===== config.mk =====
export PLATFORM = sky130hd
export DESIGN_NAME = grid_line_rasterizer
export DESIGN_NICKNAME = d
export VERILOG_FILES = /design/src/design/glr_pkg.sv /design/src/design/grid_line_rasterizer.sv /design/src/design/glr_front.sv /design/src/design/glr_desc_fifo.sv /design/src/design/glr_back.sv
export SDC_FILE = /design/constraint.sdc
export NUM_CORES = 1
export LEC_CHECK = 0
export BUFFER_PORTS_ARGS = -buffer_cell sky130_fd_sc_hd__buf_4
export CAP_MARGIN = 30
export CORE_AREA = 2 2 153 155
export DETAILED_ROUTE_END_ITERATION = 8
export DIE_AREA = 0 0 155 157
export GPL_TIMING_DRIVEN = 0
export PLACE_DENSITY = 0.67
export RECOVER_POWER = 25
export SLEW_MARGIN = 20
export SYNTH_ARGS = -nofsm -noshare
export SYNTH_HDL_FRONTEND = slang
export SYNTH_SLANG_ARGS = --single-unit

===== constraint.sdc =====
create_clock -name clk -period 2.7 [get_ports clk]
set_input_delay 0.54 -clock clk [delete_from_list [all_inputs] [get_ports clk]]
set_output_delay 0.54 -clock clk [all_outputs]
set_load 0.01 [all_outputs]

===== src/design/glr_pkg.sv =====
package glr_pkg;

	localparam int COORD_W    = 6;
	localparam int GRID_SIZE  = 64;
	localparam int ERR_W      = 8;
	localparam int CNT_W      = $clog2(GRID_SIZE + 1);
	localparam int DESC_DEPTH = 2;
	localparam int DPTR_W     = $clog2(DESC_DEPTH);
	localparam int DCNT_W     = $clog2(DESC_DEPTH + 1);

	typedef struct packed {
		logic [COORD_W-1:0] start_x;
		logic [COORD_W-1:0] start_y;
		logic [COORD_W-1:0] end_x;
		logic [COORD_W-1:0] end_y;
	} seg_t;

	typedef struct packed {
		logic [COORD_W-1:0] cell_x;
		logic [COORD_W-1:0] cell_y;
		logic               last_cell;
	} cell_t;

	// Segment setup handed from the classifier to the stepper.
	typedef struct packed {
		logic [COORD_W-1:0]      major_pos;
		logic [COORD_W-1:0]      minor_pos;
		logic signed [ERR_W-1:0] error_term;
		logic [COORD_W-1:0]      dmaj;
		logic [COORD_W-1:0]      dmin;
		logic                    minor_dir_neg;
		logic                    axes_swapped;
	} desc_t;

	function automatic logic [COORD_W-1:0] clamp_coord(input logic [COORD_W-1:0] v);
		logic [COORD_W-1:0] c;
		c = v;
		if (32'(v) > GRID_SIZE - 1)
			c = COORD_W'(GRID_SIZE - 1);
		return c;
	endfunction

endpackage


===== src/design/grid_line_rasterizer.sv =====
// Path: classifier register, descriptor queue, stepper, result register. One cell per
// cycle while the result is empty or popped; a segment yields (major-axis extent + 1)
// cells, 1 to 64, set by the single stepper; the next segment loads on its last cell.
// Reset (arst_n low, asynchronous): stepper idle, descriptor queue and
// result register empty; no clearing pass.
module grid_line_rasterizer (
	input  logic           clk,
	input  logic           arst_n,
	input  logic           push,
	output logic           full,
	input  glr_pkg::seg_t  segment,
	output logic           empty,
	input  logic           pop,
	output glr_pkg::cell_t result
);

	// Front to queue: classified segment setup.
	logic           fr_valid, fr_ready;
	glr_pkg::desc_t fr_desc;

	// Queue to back: setup waiting for the stepper.
	logic           q_valid, q_take;
	glr_pkg::desc_t q_desc;

	// Clamp, order endpoints by x, pick the major axis and seed the error term.
	glr_front u_front (
		.clk        (clk),
		.arst_n     (arst_n),
		.push       (push),
		.full       (full),
		.segment    (segment),
		.desc_valid (fr_valid),
		.desc_ready (fr_ready),
		.desc       (fr_desc)
	);

	// Hold up to two setups so the classifier keeps taking segments while
	// the stepper is still walking a long one.
	glr_desc_fifo u_fifo (
		.clk      (clk),
		.arst_n   (arst_n),
		.wr_valid (fr_valid),
		.wr_ready (fr_ready),
		.wr_data  (fr_desc),
		.rd_valid (q_valid),
		.rd_take  (q_take),
		.rd_data  (q_desc)
	);

	// Advance one cell per transfer on the result side; the output register
	// parts the stepper from the consumer.
	glr_back u_back (
		.clk        (clk),
		.arst_n     (arst_n),
		.desc_valid (q_valid),
		.desc_take  (q_take),
		.desc       (q_desc),
		.empty      (empty),
		.pop        (pop),
		.result     (result)
	);

endmodule


===== src/design/glr_front.sv =====
module glr_front (
	input  logic          clk,
	input  logic          arst_n,
	input  logic          push,
	output logic          full,
	input  glr_pkg::seg_t segment,
	output logic          desc_valid,
	input  logic          desc_ready,
	output glr_pkg::desc_t desc
);

	logic [glr_pkg::COORD_W-1:0] x0, y0, x1, y1;
	logic [glr_pkg::COORD_W-1:0] ax, ay, bx, by;
	logic [glr_pkg::COORD_W-1:0] dx, dy;
	logic                        dir_neg, swapped;
	glr_pkg::desc_t              desc_d;
	glr_pkg::desc_t              desc_s1;
	logic                        valid_s1;
	logic                        take;

	always_comb begin
		x0 = glr_pkg::clamp_coord(segment.start_x);
		y0 = glr_pkg::clamp_coord(segment.start_y);
		x1 = glr_pkg::clamp_coord(segment.end_x);
		y1 = glr_pkg::clamp_coord(segment.end_y);
		// order endpoints by x; equal x keeps the first endpoint first
		if (x0 > x1) begin
			ax = x1; ay = y1; bx = x0; by = y0;
		end else begin
			ax = x0; ay = y0; bx = x1; by = y1;
		end
		dx      = bx - ax;
		dir_neg = (by < ay);
		dy      = dir_neg ? (ay - by) : (by - ay);
		swapped = (dy > dx);

		desc_d.minor_dir_neg = dir_neg;
		desc_d.axes_swapped  = swapped;
		if (swapped) begin
			desc_d.major_pos = ay;
			desc_d.minor_pos = ax;
			desc_d.dmaj      = dy;
			desc_d.dmin      = dx;
		end else begin
			desc_d.major_pos = ax;
			desc_d.minor_pos = ay;
			desc_d.dmaj      = dx;
			desc_d.dmin      = dy;
		end
		desc_d.error_term = $signed({1'b0, desc_d.dmin, 1'b0})
			- $signed({2'b00, desc_d.dmaj});
	end

	assign full       = valid_s1 && !desc_ready;
	assign take       = push && !full;
	assign desc_valid = valid_s1;
	assign desc       = desc_s1;

	always_ff @(posedge clk or negedge arst_n) begin
		if (!arst_n) begin
			valid_s1 <= 1'b0;
		end else begin
			valid_s1 <= take || (valid_s1 && !desc_ready);
		end
	end

	always_ff @(posedge clk) begin
		if (take) begin
			desc_s1 <= desc_d;
		end
	end

endmodule


===== src/design/glr_desc_fifo.sv =====
module glr_desc_fifo (
	input  logic           clk,
	input  logic           arst_n,
	input  logic           wr_valid,
	output logic           wr_ready,
	input  glr_pkg::desc_t wr_data,
	output logic           rd_valid,
	input  logic           rd_take,
	output glr_pkg::desc_t rd_data
);

	glr_pkg::desc_t              mem_q [glr_pkg::DESC_DEPTH];
	logic [glr_pkg::DPTR_W-1:0]  wr_ptr_q, rd_ptr_q;
	logic [glr_pkg::DCNT_W-1:0]  count_q;
	logic                        wr_en, rd_en;

	assign wr_ready = (count_q != glr_pkg::DCNT_W'(glr_pkg::DESC_DEPTH));
	assign rd_valid = (count_q != '0);
	assign wr_en    = wr_valid && wr_ready;
	assign rd_en    = rd_take && rd_valid;
	assign rd_data  = mem_q[rd_ptr_q];

	always_ff @(posedge clk or negedge arst_n) begin
		if (!arst_n) begin
			wr_ptr_q <= '0;
			rd_ptr_q <= '0;
			count_q  <= '0;
		end else begin
			if (wr_en)
				wr_ptr_q <= (wr_ptr_q == glr_pkg::DPTR_W'(glr_pkg::DESC_DEPTH - 1))
					? '0 : wr_ptr_q + 1'b1;
			if (rd_en)
				rd_ptr_q <= (rd_ptr_q == glr_pkg::DPTR_W'(glr_pkg::DESC_DEPTH - 1))
					? '0 : rd_ptr_q + 1'b1;
			if (wr_en && !rd_en)
				count_q <= count_q + 1'b1;
			else if (rd_en && !wr_en)
				count_q <= count_q - 1'b1;
		end
	end

	always_ff @(posedge clk) begin
		if (wr_en) begin
			mem_q[wr_ptr_q] <= wr_data;
		end
	end

endmodule


===== src/design/glr_back.sv =====
module glr_back (
	input  logic           clk,
	input  logic           arst_n,
	input  logic           desc_valid,
	output logic           desc_take,
	input  glr_pkg::desc_t desc,
	output logic           empty,
	input  logic           pop,
	output glr_pkg::cell_t result
);

	logic                            busy_q;
	logic [glr_pkg::COORD_W-1:0]     major_q, minor_q, dmaj_q, dmin_q;
	logic signed [glr_pkg::ERR_W-1:0] err_q;
	logic [glr_pkg::CNT_W-1:0]       left_q;
	logic                            dir_neg_q, swapped_q;
	logic                            out_valid_q;
	glr_pkg::cell_t                  out_q;

	logic                            emit, last, load, step_minor;
	logic                            maj_neg, min_neg;
	logic signed [glr_pkg::ERR_W:0]  err_next;

	assign last       = (left_q == glr_pkg::CNT_W'(1));
	assign emit       = busy_q && (!out_valid_q || pop);
	assign load       = desc_valid && (!busy_q || (emit && last));
	assign desc_take  = load;
	assign maj_neg    = swapped_q && dir_neg_q;
	assign min_neg    = !swapped_q && dir_neg_q;
	assign step_minor = !err_q[glr_pkg::ERR_W-1];
	assign empty      = !out_valid_q;
	assign result     = out_q;

	always_comb begin
		err_next = $signed({err_q[glr_pkg::ERR_W-1], err_q})
			+ $signed({2'b00, dmin_q, 1'b0});
		if (step_minor)
			err_next = err_next - $signed({2'b00, dmaj_q, 1'b0});
	end

	always_ff @(posedge clk or negedge arst_n) begin
		if (!arst_n) begin
			busy_q      <= 1'b0;
			out_valid_q <= 1'b0;
			left_q      <= '0;
		end else begin
			if (load)
				busy_q <= 1'b1;
			else if (emit && last)
				busy_q <= 1'b0;

			if (load)
				left_q <= glr_pkg::CNT_W'(desc.dmaj) + 1'b1;
			else if (emit)
				left_q <= left_q - 1'b1;

			if (emit)
				out_valid_q <= 1'b1;
			else if (pop)
				out_valid_q <= 1'b0;
		end
	end

	always_ff @(posedge clk) begin
		if (emit) begin
			out_q.cell_x    <= swapped_q ? minor_q : major_q;
			out_q.cell_y    <= swapped_q ? major_q : minor_q;
			out_q.last_cell <= last;
		end
		if (load) begin
			major_q   <= desc.major_pos;
			minor_q   <= desc.minor_pos;
			err_q     <= desc.error_term;
			dmaj_q    <= desc.dmaj;
			dmin_q    <= desc.dmin;
			dir_neg_q <= desc.minor_dir_neg;
			swapped_q <= desc.axes_swapped;
		end else if (emit && !last) begin
			major_q <= maj_neg ? major_q - 1'b1 : major_q + 1'b1;
			if (step_minor)
				minor_q <= min_neg ? minor_q - 1'b1 : minor_q + 1'b1;
			err_q <= err_next[glr_pkg::ERR_W-1:0];
		end
	end

endmodule

==> reports/metrics.yaml, run 1 <==
status: "finished, violations left"
violations: "negative setup slack"
vdd_drop_max_mv: 0.588
p_per_area_nw_per_um2: 1220
gp_congestion: 0.896
fin_ws_ps: -3460
htreeDepth: 4
drv_cap: 0
coreArea_um2: 22500
cts_tree: "built"
port_buffers: 39
initial_core_util: 0.396
cts.sinks: 159
synth_top_area_frac: 0.488
antenna_found_initial: 0
relSlewSlack: 0.419
ys_ff_latch: 159
rr_worst_depth: 13
path_max_fanout: 6
num-fill-cells: 1827
clock_skew_ps: 7.40
dieHeight_um: 157
worst_setup_path_end_kind: "flip-flop"
cts_buffer_depth: 2
grt_usage: 0.173
cp_slowest_cell: "or3_4"
insertion_delay_ps: 420
drt-initial-drc-count: 542
synth.distinct_cells: 78
setup_violations: 35
ys_seq_area_frac: 0.528
start_kind: "input port"
synth_nets: 866
syn2layout_area_growth_pct: 34.3
fin_nets: 1022
synthArstFlopShare: 0.0881
power_w: 0.0146
crit_end: "u_front.desc[20]"
grt_pass1_vias: 6440
overflow: 0
yosys_warnings: 0
drcViolationCount: 0
postPlaceCellArea_um2: 9900
cts.clk_slew.worst_paths_ps: 70
routedWlPerCell_um: 17.1
regArea_um2: 4700
synth_common_cells: "edfxtp_1 (145), nand2_1 (73), a21oi_1 (53), inv_1 (53), nor2_1 (49)"
rr_startpoint: "u_back.dmin_q[0]"
synth_edf_count: 145
synth_top_cell_by_area: "edfxtp_1"
worst_path_most_repeated_cell: "ha_4"
rows: 55
critPathLaunch: "segment[7]"
drive_above_1_share: 0.347
arrival_ps: 6330
dp_hpwl_um: 14200
timing.rr.end: "u_back.err_q[7]"
finalHoldViolations: 0
r2r_setup_slack_ps: -60
cp.depth: 36
fin_crit_ps: 6160
whs_ps: 367
drt-vias-per-instance: 5.37
die_w_um: 155
num_vias: 6696
post-route-period-util: 2.28
cts_inserted_buffers: 17
maxSlewViolCount: 0
grt_max_degree: 34
avgSynthCellArea_um2: 11.2
first_pass_iters: 6
slowest_delay_ps: 380
rsz0062_at_grt: "true"
tightestPinTransition_ps: 861
syn_inst: 793
cts_root_buffer: "clkbuf_16"
synth_area_leaders: "edfxtp_1 (49%), ha_1 (5.8%), dfrtp_1 (3.9%), xnor2_1 (3.7%), nand2_1 (3.1%)"
synth_area_um2: 8910
io_pins: 43
diodes: 0
cp.required_ps: 2870
multi_input_area_um2: 4540
leakage_nw: 4.78
ant_nets: 0
fin_area_um2: 12000
synth_top_flop_cell: "edfxtp_1"
crit_type: "input port to flip-flop"
die_area_um2: 24300
maxClockFrequency_mhz: 162
synth.most_common_cell: "edfxtp_1"
worst-path-buf-inv: 8
grt_pass1_wl_um: 33200
dp_slack_ps: -5050
wl_um: 21400
hold_path.class: "input port to flip-flop"
hold_start: "push"
cp_top_family: "compound AO/OA/AOI/OAI gates"
==> what timing repair did <==
item                                   CTS  global route
cloned                                   0             1
gates resized for setup                 70            97
pin swaps                               44            46
setup endpoints to repair               36            81
hold buffers                             1             0
endpoints found under the hold margin   14             0
buffers inserted                        63            34
==> how the worst min path moves through the flow <==
stage | endpoint | slack, ps | cells after the start
after detailed placement | u_back.out_valid_q | 400 | 1
final | u_front.desc_valid | 370 | 2
after floorplan | u_back.busy_q | 240 | 0
after global placement | u_back.out_valid_q | 400 | 1
after global routing | u_front.desc_valid | 360 | 2
after CTS | u_front.desc_valid | 350 | 2
==> cells by family after synthesis <==
logic type | count (synthesis) | synth area share
compound gates | 182 | 0.140
buf+inv | 87 | 0.0389
flops | 159 | 0.528
xor+xnor | 51 | 0.0510
simple gates | 225 | 0.123
mux | 40 | 0.0484
fa+ha+maj | 49 | 0.0712
==> through the flow <==
stage | util | cells | TNS [ps]
floorplan | - | 793 | -87460
global placement | 0.436 | 1117 | -161290
detailed placement | 0.440 | 1120 | -131900
CTS | 0.503 | 1216 | -85540
global route | 0.532 | 1247 | -96030
finish | 0.532 | 1247 | -89790
==> flip-flops by register name (all words and copies together) (netlist names) <==
register and count:
u_fifo.rd_ptr_q 1, u_back.result 13, u_back.major_q 6, u_fifo.count_q 2, u_back.busy_q 1, u_back.out_valid_q 1
u_front.desc 33, u_fifo.mem_q 66, u_front.desc_valid 1, u_back.swapped_q 1, u_back.dir_neg_q 1, u_back.dmaj_q 6
u_back.minor_q 6, u_back.dmin_q 6, u_back.left_q 7, u_fifo.wr_ptr_q 1, u_back.err_q 7
==> metal layers <==
layer	wire length, µm	up-vias	GRT usage	part of all wire
met2	10500	227	0.299	0.49
met3	1120	49	0.0284	0.053
met1	9190	3200	0.221	0.43
met4	551	0	0.0631	0.026
met5	0	-	0	0
li1	-	3220	-	-
==> cell usage in the layout (no fill, tap or decap), types with 5 or more instances in the layout <==
cell type,synthesis,final
edfxtp_1,145,145
buf_4,0,111
nand2_1,73,66
a21oi_1,53,45
inv_1,53,41
nor2_1,49,40
xnor2_1,38,34
ha_1,41,27
clkbuf_16,0,24
mux2_2,21,21
buf_6,2,19
nor2b_1,20,18
o21ai_0,25,17
mux2i_1,18,17
nand2b_1,14,14
dfrtp_1,14,14
a21o_1,14,13
ha_4,0,13
nand3_1,14,11
and3_1,18,11
xor2_1,12,10
a21oi_2,3,10
nor3_1,11,10
clkbuf_1,22,9
a31oi_1,12,9
buf_8,0,9
a211oi_1,14,8
inv_2,1,7
nor2_4,0,7
o211ai_1,6,6
o21ai_1,3,6
and3_4,1,6
a211oi_2,0,6
inv_6,0,6
inv_4,0,5
nor2_2,3,5
o21a_1,5,5
nand2_2,0,5
==> layout make-up <==
cell class	count	area share
Sequential cell	159	0.393
Buffer	30	0.0275
Multi-Input combinational cell	547	0.380
Clock buffer	17	0.0355
Inverter	55	0.0190
Timing Repair Buffer	139	0.102
Tap cell	285	0.0298
Clock inverter	15	0.0138
==> report_power, final <==
group	total (W)	switching [W]	internal, W
logic	0.00771	0.00378	0.00393
registers	0.00451	0.000413	0.00410
clock network	0.00233	0.00109	0.00124
No activity file was read; power rests on OpenSTA's default activity.
==> run 2: changes to the inputs <==
--- a/config.mk
+++ b/config.mk
@@ -5,11 +5,12 @@
 export SDC_FILE = /design/constraint.sdc
 export NUM_CORES = 1
 export LEC_CHECK = 0
+export ABC_AREA = 1
 export BUFFER_PORTS_ARGS = -buffer_cell sky130_fd_sc_hd__buf_4
 export CAP_MARGIN = 30
-export CORE_AREA = 2 2 153 155
+export CORE_AREA = 2 2 152 154
 export DETAILED_ROUTE_END_ITERATION = 8
-export DIE_AREA = 0 0 155 157
+export DIE_AREA = 0 0 154 156
 export GPL_TIMING_DRIVEN = 0
 export PLACE_DENSITY = 0.67
 export RECOVER_POWER = 25
==> run 2 against run 1 <==
The run still ends with negative setup slack left. Sequential power up 4.7%. First-iteration DRC count fell by 53%. Maximum frequency is 44% higher. Synthesized area is 1.0% lower. Register-to-register slack worse by 60 ps. Critical endpoint is now u_front.desc[21]. Largest power group unchanged. Highest routed layer unchanged. Critical path type unchanged. Non-clock buffer count decreased by 18. Clock power is essentially flat. Hold slack lost 47 ps. Sequential share of layout area rose by 0.34 points.
==> reports/metrics.yaml, run 2 <==
htreeDepth: 4  # unchanged
cts_root_buffer: "clkbuf_16"
drv_cap: 0  # unchanged
start_kind: "input port"
initial_core_util: 0.394  # -0.00165
grt_pass1_vias: 6886  # +6.9%
ys_seq_area_frac: 0.533  # +0.00546
p_seq_frac: 0.307  # -0.003
hold_start: "push"
largest_register_ffs: 66  # unchanged
cts_tree: "built"
top_register: "u_fifo.mem_q"
coreArea_um2: 22400  # -0.61%
fin_area_um2: 11900  # -0.85%
drive_above_1_share: 0.332  # -0.0157
violations: "negative setup slack"
insertion_delay_ps: 420  # about the same
synth_edf_count: 145  # unchanged
gp_congestion: 0.829  # -7.5%
synth_common_cells: "nand2_1 (254), edfxtp_1 (145), inv_1 (125), o21ai_0 (59), nand3_1 (58)"
cp.required_ps: 2880  # about the same
port_buffers: 42  # +7.7%
synth_top_flop_cell: "edfxtp_1"
die_w_um: 154  # -0.65%
num_vias: 6912  # +3.2%
vdd_drop_max_mv: 0.603  # +2.6%
slowest_delay_ps: 250  # -130 ps
synth_top_area_frac: 0.494  # +0.00506
worst_setup_path_end_kind: "flip-flop"
dp_hpwl_um: 13800  # -3.2%
fin_crit_ps: 4280  # -1890 ps
path_max_fanout: 5  # -1
diodes: 0  # unchanged
p_int_w: 0.00938  # +1.1%
cts.sinks: 159  # unchanged
hold_path.class: "input port to flip-flop"
final_cells: 1392  # +12%
min_to: "u_front.desc_valid"
drt-initial-drc-count: 256  # -53%
min_delay_path_depth: 2  # unchanged
grt_usage: 0.168  # -0.00580
worst_path_most_repeated_cell: "nand2_2"
dp_cells: 1278  # +14%
antenna_found_initial: 0  # unchanged
p_clk_frac: 0.150  # -0.010
maxSlewViolCount: 0  # unchanged
dieHeight_um: 156  # -0.64%
leakage_nw: 5.20  # +8.8%
avgSynthCellArea_um2: 9.32  # -17%
synth.most_common_cell: "nand2_1"
relSlewSlack: 0.462  # +0.0436
grt_pass1_wl_um: 32300  # -2.5%
yosys_warnings: 0  # unchanged
p_per_area_nw_per_um2: 1300  # +6.5%
cp_slowest_cell: "or2_4"
final_common_cell: "nand2_1"
synthArstFlopShare: 0.0881  # unchanged
rr_worst_depth: 16  # +3
synth.distinct_cells: 45  # -42%
overflow: 0  # unchanged
rows: 55  # unchanged
status: "finished, violations left"
cts.clk_slew.worst_paths_ps: 70  # about the same
syn_inst: 947  # +19%
synth_area_um2: 8820  # -1.0%
ys_ff_latch: 159  # unchanged
grt_max_degree: 26  # -24%
first_pass_iters: 4  # -2
io_pins: 43  # unchanged
finalHoldViolations: 0  # unchanged
p_sw_frac: 0.390  # +0.0275
synth_nets: 1020  # +18%
drcViolationCount: 0  # unchanged
fin_nets: 1167  # +14%
die_area_um2: 24000  # -1.3%
postPlaceCellArea_um2: 9870  # -0.24%
crit_type: "input port to flip-flop"
timing.rr.end: "u_back.err_q[7]"
arrival_ps: 4460  # -1870 ps
drt-vias-per-instance: 4.97  # -7.5%
rsz0062_at_grt: "true"
ant_nets: 0  # unchanged
power.switching_w: 0.00600  # +14%
r2r_setup_slack_ps: -120  # -60 ps
cts_buffer_depth: 2  # unchanged
cts_inserted_buffers: 17  # unchanged
mostFrequentLayoutCells: "nand2_1 (203), edfxtp_1 (145), inv_1 (103)"
post-route-period-util: 1.58  # -0.698
synth_area_leaders: "edfxtp_1 (49%), nand2_1 (11%), ha_1 (5.8%), inv_1 (5.3%), dfrtp_1 (4.0%)"
pwr-share-comb: 0.543  # +0.013
wl_um: 20000  # -6.3%
setup_violations: 35  # unchanged
routedWlPerCell_um: 14.4  # -16%
tightestPinTransition_ps: 806  # -54.4 ps
synth_top_cell_by_area: "edfxtp_1"
fin_ws_ps: -1580  # +1890 ps
maxClockFrequency_mhz: 234  # +44%
syn2layout_area_growth_pct: 34.6
rr_startpoint: "u_back.err_q[2]"
clock_skew_ps: 7.86  # +0.456 ps
[run 2: changes by cell type after synthesis, sizes merged, moves of 14 or more]
cell and change:
inv +73, and3 -19, nor2b -20, nand2 +205
nand2b -14, mux2i -17, o21ai +37, a21oi -25
nand3 +49, mux2 -22, xnor2 -28
[run 2: area by class of cell]
cell class	instances	area [µm²]
fill	1873	10500
sequential	159	4700
multi-input combinational	638	4350
timing repair buffer	127	1160
inverter	127	507
clock buffer	18	429
tap	285	357
buffer	24	215
clock inverter	14	146
[run 2: worst max-delay path: cells and delay by family]
family / cells / cell delay [ps]
AO/OA/AOI/OAI: 3 / 390
buffers and inverters: 9 / 930
AND/OR/NAND/NOR: 19 / 1930
adder cells (fa/ha/maj): 3 / 630
[run 2: cells by family (layout without fill, tap and decap cells)]
kind of cell,count (synthesis),after routing,synth area share
adders and majority gates,45,45,0.0672
AOI/OAI and AO/OA,131,131,0.0851
and+or+nand+nor,431,432,0.218
xor gates and xnor gates,29,29,0.0288
DFF,159,159,0.533
buffers and inverters,151,310,0.0664
muxes,1,1,0.00113
[run 2: worst max path at each step]
stage / from / endpoint / slack, ps / cells past startpoint
6_report: segment[11] / u_front.desc[21] / -1580 / 34
5_1_grt: segment[9] / u_front.desc[20] / -1800 / 38
4_1_cts: segment[11] / u_front.desc[20] / -1460 / 41
3_5_place_dp: segment[11] / u_front.desc[20] / -2350 / 34
3_3_place_gp: segment[11] / u_front.desc[20] / -2290 / 34
2_1_floorplan: segment[8] / u_front.desc[20] / -1620 / 40
[run 2: what timing repair did]
item / 4_1_cts / 5_1_grt
setup buffers: 59 / 28
endpoints found under the hold margin: 14 / 0
hold buffers: 1 / 0
cloned: 3 / 0
pin swaps: 52 / 50
setup endpoints to repair: 91 / 51
resized for setup: 130 / 78
[run 2: power by group through the flow]
stage          Clock [W]  Combinational, W  Sequential (W)
2_1_floorplan          0           0.00443         0.00466
3_3_place_gp           0           0.00571         0.00473
3_5_place_dp           0           0.00592         0.00476
4_1_cts          0.00235           0.00750         0.00471
5_1_grt          0.00245           0.00920         0.00482
6_report         0.00231           0.00835         0.00472
[run 2: stage by stage]
step	setup slack [ps]	setup TNS [ps]	utilization	power, W	hold WS [ps]
final	-1580	-37350	0.531	0.0154	320
after global routing	-1800	-43000	0.531	0.0165	322
after CTS	-1460	-33340	0.511	0.0146	313
after detailed placement	-2350	-84000	0.442	0.0107	411
after global placement	-2290	-138180	0.437	0.0104	408
after floorplan	-1620	-32710	-	0.00909	244
[run 2: layer usage]
metal / track usage / routed length, µm / vias up
met4: 0.0708 / 665 / 0
li1: - / - / 3476
met5: 0 / 0 / -
met1: 0.195 / 8480 / 3242
met3: 0.0264 / 633 / 46
met2: 0.306 / 10200 / 148
==> run 3: changes to the inputs <==
--- a/config.mk
+++ b/config.mk
@@ -6,13 +6,13 @@
 export NUM_CORES = 1
 export LEC_CHECK = 0
 export ABC_AREA = 1
-export BUFFER_PORTS_ARGS = -buffer_cell sky130_fd_sc_hd__buf_4
 export CAP_MARGIN = 30
 export CORE_AREA = 2 2 152 154
 export DETAILED_ROUTE_END_ITERATION = 8
 export DIE_AREA = 0 0 154 156
+export DONT_BUFFER_PORTS = 1
 export GPL_TIMING_DRIVEN = 0
-export PLACE_DENSITY = 0.67
+export PLACE_DENSITY = 0.66
 export RECOVER_POWER = 25
 export SLEW_MARGIN = 20
 export SYNTH_ARGS = -nofsm -noshare
==> run 3 against run 2 <==
The run still ends with negative setup slack left. Final cell count decreased by 4.9%. Core utilization shrank 3.2 points. Maximum frequency up 4.8%. Die area unchanged. Register-to-register slack gained 60 ps. Global-route usage is 0.32 points lower. Non-clock buffer count is 65 lower. First-iteration DRC count up 18%. Clock power down 11%. Cell area fell by 6.0%. Largest power group unchanged. Highest routed layer unchanged.
==> reports/metrics.yaml, run 3 (synthesized netlist as in run 2, its figures left out) <==
fin_crit_ps: 4080  # -197 ps
top_register: "u_fifo.mem_q"
cts.clk_slew.worst_paths_ps: 60  # about the same
drv_cap: 0  # unchanged
insertion_delay_ps: 430  # about the same
wl_um: 19300  # -3.6%
hold_path.class: "input port to flip-flop"
num_vias: 6548  # -5.3%
initial_core_util: 0.394  # unchanged
first_pass_iters: 5  # +1
dp_cells: 1236  # -3.3%
drcViolationCount: 0  # unchanged
port_buffers: 0  # -100%
final_cells: 1324  # -4.9%
top_usage_layer: "met2"
arrival_ps: 4260  # -200 ps
violations: "negative setup slack"
syn2layout_area_growth_pct: 26.5
antenna_found_initial: 0  # unchanged
dieHeight_um: 156  # unchanged
vdd_drop_max_mv: 0.603  # about the same
met3_usage: 0.0375  # +0.0111
mostFrequentLayoutCells: "nand2_1 (208), edfxtp_1 (145), inv_1 (105)"
routedWlPerCell_um: 14.6  # +1.3%
r2r_setup_slack_ps: -60  # +60 ps
cp.required_ps: 2880  # about the same
relSlewSlack: 0.524  # +0.0611
grt_util_met2: 0.293  # -0.0132
maxClockFrequency_mhz: 245  # +4.8%
leakage_nw: 4.80  # -7.6%
maxSlewViolCount: 0  # unchanged
ant_nets: 0  # unchanged
die_w_um: 154  # unchanged
clock_skew_ps: 5.79  # -2.07 ps
path_max_fanout: 5  # unchanged
tightestPinTransition_ps: 715  # -91.7 ps
fin_nets: 1102  # -5.6%
final_common_cell: "nand2_1"
postPlaceCellArea_um2: 9570  # -3.1%
power_w: 0.0143  # -7.0%
grtUsageMet1: 0.191  # -0.00417
whs_ps: 227  # -92.4 ps
p_per_area_nw_per_um2: 1280  # -1.1%
start_kind: "input port"
crit_type: "input port to flip-flop"
drt-vias-per-instance: 4.95  # -0.40%
htreeDepth: 4  # unchanged
drive_above_1_share: 0.277  # -0.0543
worst_setup_path_end_kind: "flip-flop"
rows: 55  # unchanged
fin_area_um2: 11200  # -6.0%
worst_path_most_repeated_cell: "nand2_4"
cts_tree: "built"
cts_inserted_buffers: 17  # unchanged
rsz0062_at_grt: "true"
grt_max_degree: 25  # -3.8%
cts.sinks: 159  # unchanged
setup_violations: 34  # -2.9%
post-route-period-util: 1.51  # -0.0731
cts_buffer_depth: 2  # unchanged
grt_usage: 0.164  # -0.00321
die_area_um2: 24000  # unchanged
grt_pass1_vias: 6575  # -4.5%
fin_ws_ps: -1380  # +197 ps
dp_hpwl_um: 13700  # -0.79%
finalHoldViolations: 0  # unchanged
largest_register_ffs: 66  # unchanged
coreArea_um2: 22400  # unchanged
finish.utilization: 0.499  # -0.0318
diodes: 0  # unchanged
slowest_delay_ps: 270  # +20 ps
grt_pass1_wl_um: 31300  # -3.2%
status: "finished, violations left"
gp_congestion: 0.871  # +5.1%
io_pins: 43  # unchanged
cts_root_buffer: "clkbuf_16"
cp_slowest_cell: "ha_4"
overflow: 0  # unchanged
drt-initial-drc-count: 303  # +18%
-- run 3: cell count changes in the layout (fill, tap and decap cells not counted), moves of 4 or more --
| cell | delta |
|---|---|
| buf_4 | -46 |
| buf_6 | -11 |
| nand2_1 | +5 |
| nand2_2 | -5 |
| nand3_1 | +4 |
| nor2_2 | +4 |
| nor2_4 | -4 |
-- run 3: final timing paths --
kind,cells after the start,endpoint,start
min in group asynchronous,1,u_back.left_q[3],arst_n
worst min register to register,0,u_fifo.mem_q[0][4],u_front.desc[4]
worst max-delay path,38,u_front.desc[20],segment[10]
worst min-delay path,1,u_front.desc_valid,push
worst max register to register,16,u_back.err_q[7],u_back.dmin_q[1]
max in group asynchronous,1,u_back.left_q[0],arst_n
-- run 3: through the flow --
step | setup slack [ps] | setup TNS, ps
after detailed placement | -2130 | -67460
after CTS | -1310 | -27840
after global placement | -2090 | -124470
after floorplan | -1620 | -32710
after global routing | -1610 | -36560
final | -1380 | -30480
-- run 3: routing by layer --
metal,up-vias,part of all wire
li1,3331,-
met1,3049,0.43
met2,136,0.51
met3,32,0.039
met4,0,0.024
met5,-,0
-- run 3: repair_timing --
item / 4_1_cts / 5_1_grt
pin swaps: 46 / 56
cloned: 2 / 0
setup buffers: 44 / 13
setup endpoints to repair: 91 / 65
resized for setup: 98 / 75
hold buffers: 1 / 0
endpoints found under the hold margin: 14 / 0
-- run 3: report_power, final --
part / switching [W] / internal [W] / leakage (nW)
sequential: 0.000462 / 0.00429 / 1.54
combinational: 0.00427 / 0.00324 / 3.03
clock: 0.000898 / 0.00115 / 0.235
-- run 3: cell type report --
type	count	area (µm²)
multi-input cells	638	4280
fillers	1964	11200
plain buffers	24	206
inverters	127	524
well taps	285	357
flip-flops and latches	159	4700
repair buffers	62	586
clock buffers	18	429
clock inverters	11	73.8
-- run 3: critical path: cells and delay by family --
| kind | cells | cell delay [ps] |
|---|---|---|
| AO/OA/AOI/OAI | 3 | 430 |
| adder cells (fa/ha/maj) | 4 | 810 |
| AND/OR/NAND/NOR | 23 | 1840 |
| buffers and inverters | 8 | 620 |
